$ cat config.mk
export PLATFORM = sky130hd
export DESIGN_NAME = tvd_cell
export DESIGN_NICKNAME = d
export VERILOG_FILES = /design/src/hw/rtl/tvd_pkg.sv /design/src/hw/rtl/tvd_cell.sv
export SDC_FILE = /design/constraint.sdc
export NUM_CORES = 1
export LEC_CHECK = 0
export ABC_AREA = 1
export BUFFER_PORTS_ARGS = -buffer_cell sky130_fd_sc_hd__buf_2
export CAP_MARGIN = 20
export CORE_AREA = 2 2 129 131
export CTS_BUF_LIST = sky130_fd_sc_hd__clkbuf_8
export CTS_CLUSTER_SIZE = 30
export DETAILED_ROUTE_END_ITERATION = 10
export DIE_AREA = 0 0 131 133
export GPL_TIMING_DRIVEN = 0
export PLACE_DENSITY = 0.79
export SLEW_MARGIN = 20
export SYNTH_ARGS = -nofsm -noshare
export SYNTH_HDL_FRONTEND = slang
export SYNTH_SLANG_ARGS = --single-unit
export TNS_END_PERCENT = 30
$ cat constraint.sdc
create_clock -name clk -period 25.3 [get_ports clk]
set_input_delay 5.06 -clock clk [delete_from_list [all_inputs] [get_ports clk]]
set_output_delay 5.06 -clock clk [all_outputs]
set_load 0.05 [all_outputs]
$ cat src/hw/rtl/tvd_pkg.sv
package tvd_pkg;

  localparam int DEFAULT_TABLE_DEPTH = 256;
  localparam int COORD_W             = 32;
  localparam int INDEX_W             = 8;

  typedef struct packed {
    logic [COORD_W-1:0] x;
    logic [COORD_W-1:0] y;
    logic [COORD_W-1:0] z;
  } vertex_t;

  typedef struct packed {
    logic [COORD_W-1:0] ax;
    logic [COORD_W-1:0] ay;
    logic [COORD_W-1:0] az;
    logic [COORD_W-1:0] bx;
    logic [COORD_W-1:0] by;
    logic [COORD_W-1:0] bz;
    logic [COORD_W-1:0] cx;
    logic [COORD_W-1:0] cy;
    logic [COORD_W-1:0] cz;
  } tri_in_t;

  typedef struct packed {
    logic [INDEX_W-1:0] index_a;
    logic [INDEX_W-1:0] index_b;
    logic [INDEX_W-1:0] index_c;
    logic               new_a;
    logic               new_b;
    logic               new_c;
    logic               overflow;
  } tri_out_t;

  // Lookup probe that walks the cell row.
  typedef struct packed {
    logic    valid;
    logic    found;
    vertex_t vertex;
  } probe_t;

  // Float equality on raw patterns: +0 == -0, NaN equals nothing.
  function automatic logic coord_eq(input logic [COORD_W-1:0] p,
                                    input logic [COORD_W-1:0] q);
    logic p_nan;
    logic q_nan;
    logic both_zero;
    p_nan     = p[COORD_W-2:0] > 31'h7F80_0000;
    q_nan     = q[COORD_W-2:0] > 31'h7F80_0000;
    both_zero = (p[COORD_W-2:0] == '0) && (q[COORD_W-2:0] == '0);
    return !p_nan && !q_nan && (both_zero || (p == q));
  endfunction

  function automatic logic vertex_eq(input vertex_t p, input vertex_t q);
    return coord_eq(p.x, q.x) && coord_eq(p.y, q.y) && coord_eq(p.z, q.z);
  endfunction

endpackage

$ cat src/hw/rtl/tvd_cell.sv
module tvd_cell #(
  parameter int IDX_W    = 8,
  parameter int CNT_W    = 9,
  parameter int CELL_IDX = 0
) (
  input  logic                  clk,
  input  logic                  rst,
  input  logic                  wr_en,
  input  logic [IDX_W-1:0]      wr_idx,
  input  tvd_pkg::vertex_t      wr_vertex,
  input  logic [CNT_W-1:0]      count,
  input  tvd_pkg::probe_t       probe_in,
  input  logic [IDX_W-1:0]      idx_in,
  output tvd_pkg::probe_t       probe_out,
  output logic [IDX_W-1:0]      idx_out
);
  import tvd_pkg::*;

  vertex_t          entry;
  logic             occupied;
  logic             hit;
  logic             valid;
  logic             found;
  vertex_t          vertex;
  logic [IDX_W-1:0] idx;

  always_ff @(posedge clk) begin
    if (wr_en && (wr_idx == IDX_W'(CELL_IDX))) begin
      entry <= wr_vertex;
    end
  end

  assign occupied = CNT_W'(CELL_IDX) < count;
  assign hit      = probe_in.valid && occupied && vertex_eq(probe_in.vertex, entry);

  always_ff @(posedge clk) begin
    if (rst) begin
      valid <= 1'b0;
    end else begin
      valid <= probe_in.valid;
    end
  end

  // Later cells hold newer entries, so a hit here overrides earlier ones.
  always_ff @(posedge clk) begin
    vertex <= probe_in.vertex;
    found  <= probe_in.found | hit;
    idx    <= hit ? IDX_W'(CELL_IDX) : idx_in;
  end

  assign probe_out = '{valid: valid, found: found, vertex: vertex};
  assign idx_out   = idx;

endmodule
---- After elaboration in Yosys (flattened, before gate mapping) ----
Cells that the tools add are included.
operators by class
  $lt $le $gt $ge ......................... 7
  equal/unequal tests ..................... 3
  bitwise logic cells ..................... 1
  reduce and logical (&&, ||, !) cells .... 30
operators with widths
  kind                                               count
  > comparator 31 bit, second input constant         6
  logical NOT 31 bit                                 6
  equality test 32 bit                               3
  logical AND 1 bit                                  14
  < comparator 1 x 9 -> 1 bit, first input constant  1
  logical NOT 8 bit                                  1
  logical NOT 1 bit                                  6
  logical OR 1 bit                                   3
  bitwise OR 1 bit                                   1
word-level totals
  register bits after elaboration ......... 202
  input bits .............................. 222
  output and inout bits ................... 106
  word-level logic and storage cells ...... 50

---- Depth between registers and ports, before layout ----
  word-level depth ........................ 8
  depth in mapped cells ................... 12
  gate-level depth less buffers ........... 12

---- Worst setup path before layout ----
Ideal clock, no wire load.
  path kind ............................... input port to flip-flop
  start point ............................. input wr_idx[0]
  end point ............................... register entry[0] in the netlist's numbering, enable pin
  library setup time ...................... 0.797 ns
  arrival ................................. 14.482 ns
  required time ........................... 24.503 ns
  slack ................................... 10.020 ns
  cell stages on the path ................. 2
  buffers on the path ..................... 0
  cells stage by stage .................... or3_1 -> nor4_1
on the way
  word-level cells in the longest chain between the ends .. 2
RTL lines
  item                  RTL line        text
  from (decl)           tvd_cell.sv:9   input logic [IDX_W-1:0] wr_idx,
  logical NOT 8 bit     tvd_cell.sv:28  if (wr_en && (wr_idx == IDX_W'(CELL_IDX))) begin
  logical AND 1 bit     tvd_cell.sv:28
  to (signal assigned)  tvd_cell.sv:29  entry <= wr_vertex;
  to (decl)             tvd_cell.sv:19  vertex_t entry;
Every way passes these cells.
A chain may end at the register's enable or synchronous reset.

---- Worst setup path in the final report ----
  start point ............................. input wr_idx[0]
  end point ............................... register entry[42] in the netlist's numbering, enable pin
Same word-level chain as after synthesis.

==> metrics.txt <==
status=finished, final reports clean; IO Port Bufs=327; Layout fillers=1275; Max-slew headroom=0.449; via count=6083; pwr/cell area=72.5 nW/um2; area of the multi-input gates=2220 um2; Min Clock Period, post-route=7.63 ns; global-route wire length before repair=27.9 mm; Post-route DRC=0; CTS clock-pin slew for the worst setup and hold paths=0.06 ns; starting density of the core=0.459; Crit path depth=10; CP Data Required Time=25.49 ns; largest net degree at the start of global routing=10; H-tree levels=2; crit-path leading delay family=buffers and inverters; Bufs and invs on worst path=8; Critical Path AT=7.81 ns; die width=131 um; critical-path cell list=buf_2 > or3_1 > nor4_2 > buf_4 > buf_2 > buf_2 > buf_2 > buf_2 > buf_2 > buf_2; Die Height=133 um; hold_ws=0.870 ns; initial antenna violation count=1; final WL=18.8 mm; Final Hold Viols=0; critical path's slowest cell=nor4_2; Overall Global Routing Usage=0.209; most used cell along the critical path=buf_2; Seq pwr share=0.480; mapped cell area=7430 um2; initial DRC count=213; Syn Nets=933; Int Pwr=558 uW; Ys Warns=0; hold path cells=5; Core ar.=16200 um2; Setup-failing EPs final=0; Vias/cell=4.55; # nets final=1311; Net Sw Power=179 uW; TritonCTS clock tree=built; reg2reg path depth=8; area delta synth->final=36.9%; LEAKAGE=0.00457 uW; max-cap violations=0; drt first pass iters=4; Reg area=5000 um2; fin crit share=0.301; wl on met1=6.90 mm; Post CTS Setup Buffer Count=0; GP Congestion=0.872; Setup TNS=0 ns; antenna viol nets, final=0; FF+latch count, synth=202; hold buffers post-CTS=0; total CTS buffers=34; sw frac=0.243; CTS Root Cell=clkbuf_8; distinct cell type count after synthesis=22; GRT overflow=0; DR WL/cell=14.1 um; sequential area share after synthesis=0.674; worst-skew pair later-pin latency=0.49 ns; Clock power frac=0.413; CP Max Fanout=8; die area=17400 um2; vias in the first global route=5998; pins over their slew limit=0; Mean Syn Cell Area=10.4 um2; Cells after Synth=711; Worst Tran Pin Value=0.820 ns; CP peak stage delay=0.63 ns; Worst setup SP type=input port; row cnt=47; # IOs=328; fmax=0.131 GHz; cts repair resizes=0; share of cells above drive strength 1=0.355; kind of critical path=input port to flop; Worst VDD drop=0.0000715 V; Met3 Wirelength=1.42 mm; crit end category=flop; DP Wirelength=15.3 mm; Hold Path Class=flop to flop; Total Power=737 uW; skew final=0.0183 ns; highest metal used=met4; Clock Tree Buf Depth=3; met2 WL=10.1 mm; CTS sink cnt=202; Comb power frac=0.108; RSZ-0062 raised after global routing=no
-- worst paths after layout --
kind                  start          to  slack, ns
setup / recovery  wr_idx[0]   entry[42]      17.67
hold / removal    entry[94]       found       0.87
setup reg to reg  entry[20]  idx_out[6]      23.54
hold reg to reg   entry[94]       found       0.87
-- metal layers --
layer  track usage  up-vias
met5             0        -
met4        0.0727        0
met3        0.0594       33
met2         0.391      264
met1         0.219     2749
li1              -     3037
-- cells in the final DEF (no fill, tap or decap) --
cell type and instances:
diode_2 1, nor2_1 157, and3_1 2, nor3_1 5, and2_1 1, nor2_4 1, clkinv_1 2, or2_1 2
nor4_2 1, buf_4 6, nand3_1 22, edfxtp_1 96, buf_2 338, nand2_2 1, nand3b_1 2, nand4_1 17
xnor2_1 76, dfxtp_1 106, nand3_2 1, nor3b_1 1, clkbuf_8 42, or3_1 1, o21ai_0 1, nand2_1 164
bufinv_16 3, inv_1 63, o21bai_1 1, clkinv_2 3
-- power by group through the flow --
stage               combinational (uW)  sequential (uW)  clock (uW)
global placement                  78.0              360           0
finish                            79.2              353         304
floorplan                         13.3              392           0
detailed placement                79.4              360           0
global route                      84.5              354         326
CTS                               79.7              354         311
-- registers in the layout, summed over array words and instances, names as in the netlist --
signal	count
entry	96
idx_out	8
valid	1
found	1
probe_out	96
-- metrics by stage --
stage	area (um2)	setup WS [ns]	std cells	utilization
after detailed placement	9430	17.15	1273	0.583
after floorplan	7430	10.02	711	-
final	10200	17.67	1336	0.629
after CTS	10200	17.66	1335	0.629
after global routing	10200	17.46	1336	0.629
after global placement	9340	6.37	1258	0.578
-- worst min-delay path: cells and delay by family, from the launching register on --
kind | cells | cell delay (ns)
simple gates | 4 | 0.37
compound gates | 1 | 0.06
flops | 1 | 0.39
-- cell usage after synthesis, drive strengths merged --
| cell | instances | share of area |
|---|---|---|
| o21bai | 1 | 0.0010 |
| xnor2 | 76 | 0.090 |
| o21ai | 1 | 0.00067 |
| nand4 | 17 | 0.014 |
| nor4 | 1 | 0.00084 |
| and3 | 2 | 0.0017 |
| nor2 | 158 | 0.081 |
| and2 | 1 | 0.00084 |
| nand2 | 165 | 0.084 |
| edfxtp | 96 | 0.39 |
| dfxtp | 106 | 0.29 |
| buf | 2 | 0.0020 |
| or3 | 1 | 0.00084 |
| nand3 | 23 | 0.016 |
| or2 | 2 | 0.0017 |
| nand3b | 2 | 0.0020 |
| nor3 | 5 | 0.0034 |
| nor3b | 1 | 0.0010 |
| inv | 51 | 0.026 |
-- kinds of logic after synthesis --
| logic type | count (synthesis) | share of synthesized area |
|---|---|---|
| XOR/XNOR | 76 | 0.0896 |
| AO/OA/AOI/OAI | 2 | 0.00168 |
| flip-flops | 202 | 0.674 |
| AND/OR/NAND/NOR | 378 | 0.207 |
| buffers and inverters | 53 | 0.0278 |
-- area by class of cell --
cell class	instances	area share
Inverter	51	0.0188
Timing Repair Buffer	342	0.169
Clock buffer	42	0.0568
Antenna cell	1	0.000246
Tap cell	220	0.0271
Sequential cell	202	0.492
Buffer	2	0.00148
Multi-Input combinational cell	456	0.219
Clock inverter	20	0.0155
Note: power is estimated with default switching activity, not from simulation.
